File: src/hdl/psa_pkg.sv
// Shared types, constants and luma weight table for the pixel saturation adjust unit.
// Used by psa_luma, pixel_saturation_adjust_unit, psa_checker and the testbench; depends on nothing else.
package psa_pkg;

  // pixel field format
  localparam int FIELD_W   = 21;
  localparam int FRAC_BITS = 16;
  localparam int TDATA_W   = 88;

  typedef logic signed [FIELD_W-1:0] field_t;

  localparam field_t FIELD_MAX = 21'sd1048575;
  localparam field_t FIELD_MIN = -21'sd1048576;

  // value of one, limited to the field range
  localparam int ONE_INT =
    ((64'd1 << FRAC_BITS) > 64'd1048575) ? 1048575 : (1 << FRAC_BITS);
  localparam field_t ONE_VAL = FIELD_W'(ONE_INT);

  // luma datapath widths
  localparam int WEIGHT_W  = 17;
  localparam int PROD_W    = 38;
  localparam int WSUM_W    = 40;
  localparam int LUMA_W    = 22;
  localparam int W_FRAC    = 16;

  typedef logic signed [WEIGHT_W-1:0] weight_t;
  typedef logic signed [LUMA_W-1:0]   luma_t;

  typedef struct packed {
    weight_t wr;
    weight_t wg;
    weight_t wb;
  } weights_t;

  // average mode: (sum + bias) / 3 - offset by reciprocal multiply, exact below 2^27
  localparam int AVG_SUM_W  = 24;
  localparam int AVG_SHIFT  = 27;
  localparam int AVG_RCP_W  = 26;
  localparam int AVG_PROD_W = AVG_SUM_W + AVG_RCP_W;
  localparam int AVG_Q_W    = AVG_PROD_W - AVG_SHIFT;
  localparam logic [AVG_SUM_W-1:0] AVG_BIAS   = 24'd6291457;
  localparam logic [AVG_RCP_W-1:0] AVG_RCP    = 26'd44739243;
  localparam logic signed [AVG_Q_W:0] AVG_OFFSET = 24'sd2097152;

  // channel gain datapath
  localparam int GAIN_W    = 16;
  localparam int GAIN_FRAC = 12;
  localparam int DIFF_W    = 23;
  localparam int CPROD_W   = 40;
  localparam int RND_W     = CPROD_W - GAIN_FRAC;
  localparam int CSUM_W    = RND_W + 1;

  // configuration port
  localparam int CFG_INDEX_W = 3;
  localparam int CFG_DATA_W  = 16;

  typedef enum logic [CFG_INDEX_W-1:0] {
    REG_GAIN       = 3'd0,
    REG_LUMA_MODE  = 3'd1,
    REG_CLAMP_BLK  = 3'd2,
    REG_CLAMP_WHT  = 3'd3,
    REG_CHAN_EN    = 3'd4
  } cfg_reg_t;

  typedef enum logic [2:0] {
    LUMA_REC709  = 3'd0,
    LUMA_REC2020 = 3'd1,
    LUMA_AP0     = 3'd2,
    LUMA_AP1     = 3'd3,
    LUMA_CCIR601 = 3'd4,
    LUMA_AVERAGE = 3'd5,
    LUMA_MAX     = 3'd6
  } luma_mode_t;

  // load enables of the two luma stages
  typedef struct packed {
    logic s1;
    logic s2;
  } stage_en_t;

  // Q.16 luma weights, unused selector falls back to rec709
  function automatic weights_t luma_weights(input logic [2:0] mode);
    weights_t w;
    unique case (mode)
      LUMA_REC2020: w = '{wr: 17'sd17216, wg: 17'sd44433, wb: 17'sd3886};
      LUMA_AP0:     w = '{wr: 17'sd22542, wg: 17'sd47721, wb: -17'sd4727};
      LUMA_AP1:     w = '{wr: 17'sd17841, wg: 17'sd44177, wb: 17'sd3519};
      LUMA_CCIR601: w = '{wr: 17'sd19589, wg: 17'sd38443, wb: 17'sd7504};
      default:      w = '{wr: 17'sd13933, wg: 17'sd46871, wb: 17'sd4732};
    endcase
    return w;
  endfunction

endpackage

File: src/hdl/psa_luma.sv
// Two-stage luminance unit: weighted sum, average of three, or maximum of R, G, B.
// Depends on psa_pkg for widths, weight table and mode codes.
module psa_luma (
  input  logic               clk,
  input  psa_pkg::stage_en_t en,
  input  logic [2:0]         luma_mode,
  input  psa_pkg::field_t    red,
  input  psa_pkg::field_t    green,
  input  psa_pkg::field_t    blue,
  output psa_pkg::luma_t     luma
);
  import psa_pkg::*;

  weights_t                     w;
  logic signed [PROD_W-1:0]     prod_r_c;
  logic signed [PROD_W-1:0]     prod_g_c;
  logic signed [PROD_W-1:0]     prod_b_c;
  logic signed [AVG_SUM_W:0]    sum_c;
  field_t                       max_rg_c;
  field_t                       max_c;

  logic signed [PROD_W-1:0]     prod_r;
  logic signed [PROD_W-1:0]     prod_g;
  logic signed [PROD_W-1:0]     prod_b;
  logic [AVG_SUM_W-1:0]         avg_sum;
  field_t                       max_val;

  logic signed [WSUM_W-1:0]     wsum_c;
  logic signed [WSUM_W-1:0]     wshift_c;
  logic [AVG_PROD_W-1:0]        avg_prod_c;
  logic signed [AVG_Q_W:0]      avg_c;
  luma_t                        luma_next;

  // stage 1: weight products, biased sum and maximum
  always_comb begin
    w        = luma_weights(luma_mode);
    prod_r_c = PROD_W'(w.wr) * PROD_W'(red);
    prod_g_c = PROD_W'(w.wg) * PROD_W'(green);
    prod_b_c = PROD_W'(w.wb) * PROD_W'(blue);
    sum_c    = (AVG_SUM_W+1)'(red) + (AVG_SUM_W+1)'(green) + (AVG_SUM_W+1)'(blue)
             + $signed({1'b0, AVG_BIAS});
    max_rg_c = (red > green) ? red : green;
    max_c    = (max_rg_c > blue) ? max_rg_c : blue;
  end

  always_ff @(posedge clk) begin
    if (en.s1) begin
      prod_r  <= prod_r_c;
      prod_g  <= prod_g_c;
      prod_b  <= prod_b_c;
      avg_sum <= sum_c[AVG_SUM_W-1:0];
      max_val <= max_c;
    end
  end

  // stage 2: rounding of the weighted sum, divide by three, mode select
  always_comb begin
    wsum_c     = WSUM_W'(prod_r) + WSUM_W'(prod_g) + WSUM_W'(prod_b)
               + WSUM_W'(1 << (W_FRAC - 1));
    wshift_c   = wsum_c >>> W_FRAC;
    avg_prod_c = AVG_PROD_W'(avg_sum) * AVG_PROD_W'(AVG_RCP);
    avg_c      = $signed({1'b0, avg_prod_c[AVG_PROD_W-1:AVG_SHIFT]}) - AVG_OFFSET;
    case (luma_mode)
      LUMA_AVERAGE: luma_next = LUMA_W'(avg_c);
      LUMA_MAX:     luma_next = LUMA_W'(max_val);
      default:      luma_next = wshift_c[LUMA_W-1:0];
    endcase
  end

  always_ff @(posedge clk) begin
    if (en.s2) begin
      luma <= luma_next;
    end
  end

endmodule

File: config.mk
export PLATFORM = sky130hd
export DESIGN_NAME = psa_luma
export DESIGN_NICKNAME = d
export VERILOG_FILES = /design/src/hdl/psa_pkg.sv /design/src/hdl/psa_luma.sv
export SDC_FILE = /design/constraint.sdc
export NUM_CORES = 2
export LEC_CHECK = 0
export ABC_CLOCK_PERIOD_IN_PS = 9000
export CAP_MARGIN = 10
export CORE_ASPECT_RATIO = 1.5
export CORE_MARGIN = 2
export CORE_UTILIZATION = 49
export DETAILED_ROUTE_END_ITERATION = 10
export DONT_BUFFER_PORTS = 1
export HOLD_SLACK_MARGIN = 0.02
export PLACE_DENSITY_LB_ADDON = 0.15
export RECOVER_POWER = 50
export SKIP_LAST_GASP = 1
export SYNTH_ARGS = -nofsm -noshare
export SYNTH_HDL_FRONTEND = slang
export SYNTH_SLANG_ARGS = --single-unit
File: constraint.sdc
create_clock -name clk -period 9 [get_ports clk]
set_input_delay 0.45 -clock clk [delete_from_list [all_inputs] [get_ports clk]]
set_output_delay 0.45 -clock clk [all_outputs]
set_load 0.05 [all_outputs]
After elaboration in Yosys (flattened, before gate mapping)
Cells that the tools add are included.
{ "totals": {"output_inout_bits": 22, "in_bits": 69, "word_cells": 29, "reg_bits": 181} }
{ "op_classes": {"n_mux": 4, "multipliers": 4, "eq_ne": 6, "magnitude_cmp": 2, "addsub": 7} }
{ "op_table": {"columns": ["cell", "n"], "rows": [
  ["$pmux 49 s4", 1],
  ["$add 38x38->38", 2],
  ["$mul 17x21->38", 2],
  ["$mul 24x26->49 const B", 1],
  ["$pmux 22 s2", 1],
  ["$gt 21x21->1", 2],
  ["$mux 21", 2],
  ["$add 38x17->38 const B", 1],
  ["$mul 16x21->37", 1],
  ["$add 23x24->24 const B", 1],
  ["$add 22x21->23", 1],
  ["$add 21x21->22", 1],
  ["$sub 22x22->22 const B", 1],
  ["$eq 3x3->1 const B", 3],
  ["$eq 3x2->1 const B", 2],
  ["$eq 3x1->1 const B", 1]
]} }

Longest topological paths before layout
{ "logic_depth": {"ltp_word": 4, "mapped_depth": 32, "ltp_nobuf": 29} }

Worst setup path before layout
Ideal clock, no wire load.
{ "synth_path": {"path_kind": "input port to flip-flop", "startpoint": "input luma_mode[1]", "endpoint": "register prod_g[37], data pin", "setup_time_ns": 0.260, "t_arrival_ns": 7.150, "n_path_buf": 4, "required_ns": 8.740, "path_stages": 31, "setup_slack_ns": 1.590, "cell_sequence": "buf_2 > nor2b_1 > nand2b_1 > buf_2 > inv_2 > nor2_1 > clkbuf_1 > clkbuf_1 > nand2_1 > fa_1 > inv_1 > fa_1 > inv_1 > fa_1 > inv_1 > fa_1 > fa_1 > inv_1 > fa_1 > inv_1 > ha_1 > a21o_1 > a21o_1 > a21o_1 > o311ai_1 > a21oi_1 > a21oi_1 > o211ai_1 > a21o_1 > a21oi_1 > xnor2_1"} }
{ "synth_between": {"elab_chain_cells": 3, "word_cells_on_any_way": 6} }
{ "synth_lines": {"columns": ["element", "line", "rtl"], "rows": [
  ["start: declaration", "psa_luma.sv:6", "input logic [2:0] luma_mode,"],
  ["$eq 3x3->1 (tied with other cells)", "psa_pkg.sv:85", "unique case (mode)"],
  ["$pmux 49 s4 (*)", "psa_pkg.sv:85", null],
  ["$mul 17x21->38 (*)", "psa_luma.sv:38", "prod_g_c = PROD_W'(w.wg) * PROD_W'(green);"],
  ["named net prod_g_c[37]", "psa_luma.sv:16", "logic signed [PROD_W-1:0] prod_g_c;"],
  ["end signal: assignment", "psa_luma.sv:49", "prod_g <= prod_g_c;"],
  ["end: declaration", "psa_luma.sv:23", "logic signed [PROD_W-1:0] prod_g;"]
]} }
Mark *: on every way through the listed nets, which the timed path passes. The rest lies on a longest branch.
A chain may end at the register's enable or synchronous reset.

Worst setup path after layout
{ "layout_path": {"startpoint": "input luma_mode[1]", "endpoint": "register prod_g[36], data pin"} }
Same word-level chain as after synthesis.

==> impl_results.md <==
- Outcome: finished with violations
- Failing checks: capacitance limit, slew limit
- Synth-to-layout area growth: 4.395%
- First drt pass iteration count: 7
- Slew @ Worst Pin: slightly below 2 ns
- Final setup viols: 0
- Count leader, synth: inv_1
- Cell Rows: between 100 and 150
- Clock Pin Slew Worst Setup and Hold Paths: approximately 0.080 ns
- Port bufs: 0
- Period utilization: 0.9165
- Multi-input logic area: ~42000 um2
- Vias in the first global route: 43500
- Routability Congestion: roughly 0.99
- Drt total wl: 172200 um
- Setup TNS: 0 ns
- Die Footprint: roughly 110000 um2
- Reg-to-Reg Start: avg_sum[2]
- Vert. Die Dim: 410.3 um
- Largest cells by area after synthesis: fa_1 (45%), ha_1 (14%), inv_1 (10%)
- Starting Density: 0.4919
- DP Wirelength: 148000 um
- WL/cell: roughly 25 um
- RSZ-0062 raised after global routing: no
- Share of the synthesized area in the top cell type: 0.4451
- Number of antenna violations at the first check in global routing: 7
- Most used DFF post-synth: edfxtp_1
- Share of the yosys chip area belonging to registers: 0.1002
- H-tree levels: 4
- R2R Setup Slk: around 1.1 ns
- TritonCTS buffer count: 17
- Seq cells post-synth: between 150 and 200
- Final #Nets: between 7000 and 8000
- Number of routed nets with antenna violations: 0
- Max Cap Violations: 3
- Hold WC Path Type: in2reg
- CP max FO: 24
- Crit path required time: a little over 9 ns
- Synth warnings: 0
- CP Class: in2reg
- Syn avg cell area: 9.795 um2
- Post-CTS Setup Bufs: 0
- Total gr overflow: 0
- Placed cell count: slightly below 7000
- Register area: approximately 5400 um2
- Final worst setup slack: ~0.75 ns
- Synth unique cells: between 80 and 90
- Total track usage: 0.3197
- Hold_sp: en[1]
- Largest area contributor in the netlist: fa_1
- Initial drt markers: ~1900
- Share of cells above drive strength 1: 0.02874
- Max Root-Sink Buffers: 2
- Via/cell ratio: around 5.5
- Worst skew pair latency: approximately 0.55 ns
- WP data arrival: between 8 and 9 ns
- CTS sink cnt: 180
- CTS tree: yes
- Number of fill cells: 10370
- First-pass GRT wire length: 260100 um
- Critical Path Source: luma_mode[1]
- Final hold vios: 0
- Rel. slew slack: -0.3001
- Final Skew: 0.02412 ns
- Fmax: ~120 MHz
- Final Max Slew Viols: 81
- Vias: 38070
- EDFF count, synth: 180
- Die Span X: between 200 and 300 um
- Finished Layout Cells: 6899
- Core area: 109600 um2
- Post-Syn Area: around 54000 um2
- Worst slack, placed: 0.4196 ns
- Largest net degree at the start of global routing: 128
- Fin crit period: approximately 8.2 ns
- Ys async rst share: 0
- Remaining DRCs: 0
- Crit. End Element: register
- Post-synth top cells: inv_1 (1500), fa_1 (1199), ha_1 (609)
- Worst Setup Start Kind: primary input
- Syn Inst Count: between 5000 and 6000
- Clk root buf: clkbuf_16
- I/O Pins: 91
[flip-flops by register name (all words and copies together) (netlist names)]
name / count
avg_sum: 24
luma: 22
max_val: 21
prod_b: 38
prod_g: 38
prod_r: 37
[final timing paths]
kind                              endpoint  depth (start not counted)
worst max-delay path            prod_g[36]                         26
worst max register to register     luma[6]                         22
worst min register to register    luma[19]                          1
worst min-delay path             prod_r[8]                          0
[metrics by stage]
step / area [um2] / hold slack [ns] / utilization
after floorplan: 53990 / 0.5036 / -
after global placement: 55670 / 0.5427 / 0.5079
after detailed placement: 55670 / 0.5496 / 0.5079
after CTS: 56330 / 0.02143 / 0.5139
after global routing: 56290 / 0.04137 / 0.5135
final: 56290 / 0.08649 / 0.5135
[logic make-up after synthesis]
family | synth area share
fa+ha+maj | 0.5865
compound gates | 0.07177
mux | 0.01077
flops | 0.1002
xor+xnor | 0.02859
simple gates | 0.08732
buf+inv | 0.1147
other cells | 0.0001393
[metal layers]
layer  up-vias  routed length, um  global-route usage
met4         4              14360              0.2218
met2      1216              90810              0.5839
met1     19570              57180              0.3275
met3       559               9805             0.05626
li1      16720                  -                   -
met5         -                 27                   0
[final cells by class]
class                   instances  area share
diodes                          2  0.00008891
clock buffers                  17    0.007557
clock inverters                15    0.003023
inverters                    1506      0.1005
multi-input cells            3698      0.7545
flip-flops and latches        180     0.09602
well taps                    1434     0.03187
repair buffers                 47    0.006468
[cell usage in the layout (no fill, tap or decap), types with 8 or more instances in the layout]
| cell type | instances |
|---|---|
| buf_4 | 38 |
| and3_1 | 29 |
| a31oi_1 | 18 |
| clkbuf_16 | 17 |
| a21o_1 | 117 |
| mux2i_1 | 13 |
| conb_1 | 20 |
| nand4_1 | 28 |
| a211oi_1 | 11 |
| edfxtp_1 | 180 |
| nor3_1 | 67 |
| ha_1 | 609 |
| o31ai_1 | 8 |
| or2_2 | 10 |
| o21a_1 | 19 |
| xnor2_1 | 125 |
| nand2_1 | 483 |
| nand2b_1 | 28 |
| and2_1 | 59 |
| nand3_1 | 48 |
| o211ai_1 | 12 |
| o21bai_1 | 24 |
| inv_1 | 1500 |
| nor2_1 | 249 |
| a22oi_1 | 12 |
| xor2_1 | 51 |
| mux2_2 | 40 |
| o21ai_0 | 99 |
| nor2b_1 | 21 |
| fa_1 | 1199 |
| a21oi_1 | 165 |
[critical path, cell delays in order]
cell and delay, ns:
nor2b_1 0.13, nand2b_2 0.33, clkbuf_1 1.45, nor2_1 0.28, nor2_1 0.30, fa_1 0.21, inv_1 0.05, fa_1 0.48
inv_1 0.06, fa_1 0.54, inv_1 0.06, fa_1 0.46, fa_1 0.50, inv_1 0.05, fa_1 0.47, inv_1 0.04
ha_1 0.35, and3_1 0.28, nand2_1 0.10, a211oi_1 0.74, o211ai_1 0.30, and3_1 0.28, o211ai_1 0.24, a31o_2 0.18
a21oi_1 0.07, xnor2_1 0.12
[timing repair]
action                    4_1_cts  5_1_grt
resized for setup               0        0
hold buffers                    4        0
hold endpoints to repair       55        0
Power is not shown: default switching activity piles up to over one toggle a cycle in this logic, so the estimate is an artifact.
